## src/rtl/dcb_pkg.sv

```systemverilog
`default_nettype none

package dcb_pkg;

	localparam int COORD_BITS      = 10;
	localparam int PARAM_FRAC_BITS = 16;
	localparam int OUT_FRAC_BITS   = 8;
	localparam int NUM_REGS        = 8;
	localparam int NUM_POINTS      = 4;
	localparam int IDX_BITS        = $clog2(NUM_REGS);
	localparam int PARAM_BITS      = PARAM_FRAC_BITS + 1;
	localparam int FIX_BITS        = COORD_BITS + PARAM_FRAC_BITS;
	localparam int CURVE_BITS      = COORD_BITS + OUT_FRAC_BITS;
	localparam int PROD_BITS       = FIX_BITS + PARAM_BITS + 2;

	typedef logic [COORD_BITS-1:0] coord_t;
	typedef logic [PARAM_BITS-1:0] param_t;
	typedef logic [FIX_BITS-1:0]   fix_t;
	typedef logic [IDX_BITS-1:0]   idx_t;
	typedef logic [CURVE_BITS-1:0] curve_t;

	localparam param_t PARAM_ONE = {1'b1, {PARAM_FRAC_BITS{1'b0}}};

	localparam idx_t REG_P0_X = idx_t'(0);
	localparam idx_t REG_P0_Y = idx_t'(1);
	localparam idx_t REG_P1_X = idx_t'(2);
	localparam idx_t REG_P1_Y = idx_t'(3);
	localparam idx_t REG_P2_X = idx_t'(4);
	localparam idx_t REG_P2_Y = idx_t'(5);
	localparam idx_t REG_P3_X = idx_t'(6);
	localparam idx_t REG_P3_Y = idx_t'(7);

	typedef struct packed {
		coord_t [NUM_POINTS-1:0] x;
		coord_t [NUM_POINTS-1:0] y;
	} ctrl_pts_t;

	// ((1-t)a + t b) >> F  ==  a + floor(t (b - a) / 2^F)
	function automatic fix_t lerp(fix_t a, fix_t b, param_t t);
		logic signed [FIX_BITS:0]    d;
		logic signed [PROD_BITS-1:0] prod;
		logic signed [PROD_BITS-1:0] sum;
		d    = $signed({1'b0, b}) - $signed({1'b0, a});
		prod = $signed({1'b0, t}) * d;
		sum  = $signed({{(PROD_BITS-FIX_BITS){1'b0}}, a}) + (prod >>> PARAM_FRAC_BITS);
		return sum[FIX_BITS-1:0];
	endfunction

endpackage

`default_nettype wire

```

## src/rtl/dcb_cfg_regs.sv

```systemverilog
`default_nettype none

module dcb_cfg_regs (
	input  wire                  clk,
	input  wire                  arst_n,
	input  wire                  cfg_valid,
	input  wire                  cfg_ready,
	input  wire dcb_pkg::idx_t   cfg_index,
	input  wire dcb_pkg::coord_t cfg_data,
	output dcb_pkg::ctrl_pts_t   pts
);
	import dcb_pkg::*;

	ctrl_pts_t pts_q;

	always_ff @(posedge clk or negedge arst_n) begin
		if (!arst_n) begin
			pts_q <= '0;
		end else if (cfg_valid && cfg_ready) begin
			case (cfg_index)
				REG_P0_X: pts_q.x[0] <= cfg_data;
				REG_P0_Y: pts_q.y[0] <= cfg_data;
				REG_P1_X: pts_q.x[1] <= cfg_data;
				REG_P1_Y: pts_q.y[1] <= cfg_data;
				REG_P2_X: pts_q.x[2] <= cfg_data;
				REG_P2_Y: pts_q.y[2] <= cfg_data;
				REG_P3_X: pts_q.x[3] <= cfg_data;
				REG_P3_Y: pts_q.y[3] <= cfg_data;
				default: ;
			endcase
		end
	end

	assign pts = pts_q;

endmodule

`default_nettype wire

```

## config.mk

```make
export PLATFORM = sky130hd
export DESIGN_NAME = dcb_cfg_regs
export DESIGN_NICKNAME = d
export VERILOG_FILES = /design/src/rtl/dcb_pkg.sv /design/src/rtl/dcb_cfg_regs.sv
export SDC_FILE = /design/constraint.sdc
export NUM_CORES = 1
export LEC_CHECK = 0
export BUFFER_PORTS_ARGS = -buffer_cell sky130_fd_sc_hd__buf_2
export CAP_MARGIN = 20
export CORE_UTILIZATION = 40
export CTS_CLUSTER_DIAMETER = 60
export CTS_CLUSTER_SIZE = 8
export DETAILED_ROUTE_END_ITERATION = 7
export PLACE_DENSITY = 0.65
export SLEW_MARGIN = 0
export SYNTH_ARGS = -nofsm -noshare
export SYNTH_HDL_FRONTEND = slang
export SYNTH_SLANG_ARGS = --single-unit
```

## constraint.sdc

```tcl
create_clock -name clk -period 1.1 [get_ports clk]
set_clock_uncertainty 0.1 [all_clocks]
set_input_delay 0 -clock clk [delete_from_list [all_inputs] [get_ports clk]]
set_output_delay 0 -clock clk [all_outputs]
set_load 0.05 [all_outputs]
```

==> PnR_summary.wiki <==
{| class="wikitable"
! Metric !! Value
|-
| Run status || complete, but fails checks
|-
| Violations in the final reports || hold timing
|-
| CTS Buffer Depth || 2
|-
| Total global routing overflow || 0
|-
| Post-synth top area cell || sky130_fd_sc_hd__dfrtp_1
|-
| Via count of the first global-routing pass || ~1900
|-
| Cell Chain, Critical Path || buf_2
|-
| Max stage delay cell, worst path || sky130_fd_sc_hd__dfrtp_1
|-
| Last weighted congestion value of the routability-driven placer || 0.728
|-
| HPWL after DPL || 4900 microns
|-
| Number of ports placed on the die boundary || 97
|-
| Final number of max-transition violations || 0
|-
| Top library cells by usage in the layout, fill and taps aside || 80 x sky130_fd_sc_hd__mux2_2, 80 x sky130_fd_sc_hd__dfrtp_1, 59 x sky130_fd_sc_hd__buf_2
|-
| Pwr per Cell Area || approximately 2500 mW/mm^2
|-
| Post-detailed-route wirelength per cell || between 15 and 20 microns
|-
| Data required time of the critical path || 1000 ps
|-
| Cell count after synthesis || about 180
|-
| Flip-flop and latch count after synthesis || 80
|-
| Max Fclk || 0.934 GHz
|-
| Insertion delay to the later sink of the worst-skew pair || 340 ps
|-
| Startpoint type of the worst setup path || register
|-
| Top fanout value on the critical path || 2
|-
| Vias || 1935
|-
| Slew margin rel. || 78.6%
|-
| Worst-case hold slack || -5.52 ps
|-
| Number of synthesis warnings || 0
|-
| Worst setup margin || approximately 30 ps
|-
| Setup repair bufs after CTS || 0
|-
| Number of buffers added on ports || 96
|-
| Placement Setup Slack || -200 ps
|-
| Pin slew with the least headroom to its limit || 321 ps
|-
| Maximum number of pins on one net before global-route repair || 33
|-
| Distinct cell type count of the synthesized netlist || 9
|-
| Post-detailed-route via-to-cell ratio || 4.71
|-
| Number of flip-flops in the largest register || 80
|-
| Starting density of the core || 41.5%
|-
| Synth area leaders || sky130_fd_sc_hd__dfrtp_1 67%, sky130_fd_sc_hd__mux2_2 30%, sky130_fd_sc_hd__nor2_2 1.2%
|-
| Critical Path Source || pts[60]
|-
| Setup violators final || 0
|-
| Cell count after placement || a little under 400
|-
| Crit share post-route || between 90% and 100%
|-
| Remaining design rule violation count || 0
|-
| Cell chosen for the clock root || sky130_fd_sc_hd__clkbuf_8
|-
| Family with the most delay on the worst path || flip-flops
|-
| Count of endpoints failing hold in the final timing report || 11
|-
| Nets || between 300 and 400
|-
| Core area || slightly above 0.007 sq mm
|-
| Post-synthesis instance area || between 0.003 and 0.004 sq mm
|-
| Proportion of netlist area held by the largest area contributor || 66.5%
|-
| Worst path arrival time || a little under 1000 ps
|-
| Critical path class || reg -> out
|-
| Share of cells above drive strength 1 || 69.2%
|-
| Syn Nets || about 190
|-
| TritonCTS clock tree || yes
|-
| Floorplan die width || between 80 and 90 microns
|-
| First-pass GRT wire length || 10200 microns
|-
| Number of inserted diodes || 0
|-
| GRT Overall Usage || 18.3%
|-
| Worst VDD drop || approximately 0.9 mV
|-
| Sequential element share of the synthesized area || approximately two thirds
|-
| Die height || slightly below 90 microns
|-
| Start of the worst register-to-register path || pts[43]
|-
| Synth-to-Final Area Change || 39.4%
|-
| Clock slew at reported path FFs || 80 ps
|-
| Total wirelength of the detailed-routed design || around 6800 microns
|-
| Average cell area after synthesis || roughly 17 sq um
|-
| Num Clock Sinks || 80
|-
| Worst Path Buf+Inv || 1
|-
| Number of max-cap violations || 0
|-
| Biggest cell delay along the critical path || between 300 and 400 ps
|-
| Class of the worst hold path || in -> async
|-
| Pre-Repair DR Iteration Count || 5
|-
| Cell row count || 31
|-
| Final instance count without filler cells || a little over 400
|-
| 1st-iter DRT viols || between 50 and 60
|-
| Critical path endpoint category || output port
|-
| Antenna violation net count after detailed routing || 0
|-
| H-tree Lvls || 3
|-
| Total clock buffers created by CTS || 9
|-
| Standby leakage power || 2.02 nW
|-
| Crit path time final || roughly 1100 ps
|-
| Die Footprint || roughly 0.0079 sq mm
|-
| Antenna violations before repair || 0
|}
what timing repair did:
action / in CTS / in global routing
endpoints found under the setup margin: 1 / 35
resized for setup: 1 / 35
endpoints found under the hold margin: 160 / 0
hold buffers: 11 / 0
gates cloned: 0 / 0
cells in the mapped netlist (all sizes together):
cell and n:
nand3 1, nor2 6, or3 2, nand2 1
nand2b 2, dfrtp 80, nand3b 1, mux2 80
buf 2
stage by stage:
stage | area (sq um) | total power, mW | TNS, ps | utilization, %
finish | 4200 | 10.5 | 0 | 57.8
global placement | 3800 | 8.09 | -11040 | 52.4
detailed placement | 3800 | 8.15 | -11440 | 52.4
floorplan | 3020 | 7.07 | -61.3 | -
CTS | 4110 | 10.4 | 0 | 56.6
global route | 4200 | 10.9 | -5.10 | 57.8
where the power goes:
group	leakage (nW)	internal (mW)	switching [mW]
Sequential	0.981	3.62	0.345
Clock	0.0970	1.24	0.984
Combinational	0.944	1.20	3.10
final timing paths:
kind	end	slack [ps]	cells past startpoint
worst max-delay path	pts[60]	30	1
worst min-delay path	pts[70]	-6	2
worst max register to register	pts[43]	220	1
worst min register to register	pts[20]	400	1
max in group asynchronous	pts[41]	430	3
min in group clk	pts[61]	130	4
layout make-up:
class                      count  area [sq um]
clock buffer                   9           124
fill                         608          3060
multi-input combinational     93           997
timing repair buffer         126           876
sequential                    80          2000
clock inverter                 4          72.6
tap                           99           124
metal layers:
layer | vias up | global-route usage (%) | wire length (microns)
li1 | 897 | - | -
met1 | 963 | 25.5 | 3120
met2 | 66 | 26.5 | 3210
met3 | 9 | 4.76 | 368
met4 | 0 | 9.09 | 133
met5 | - | 0 | 0
kinds of logic (layout without fill, tap and decap cells):
logic type	count (synthesis)	after routing	share of synthesized area [%]
buf+inv	2	139	0.333
mux	80	80	29.9
simple gates	13	13	3.20
flops	80	80	66.5
Power figures use the tool's default switching activity.
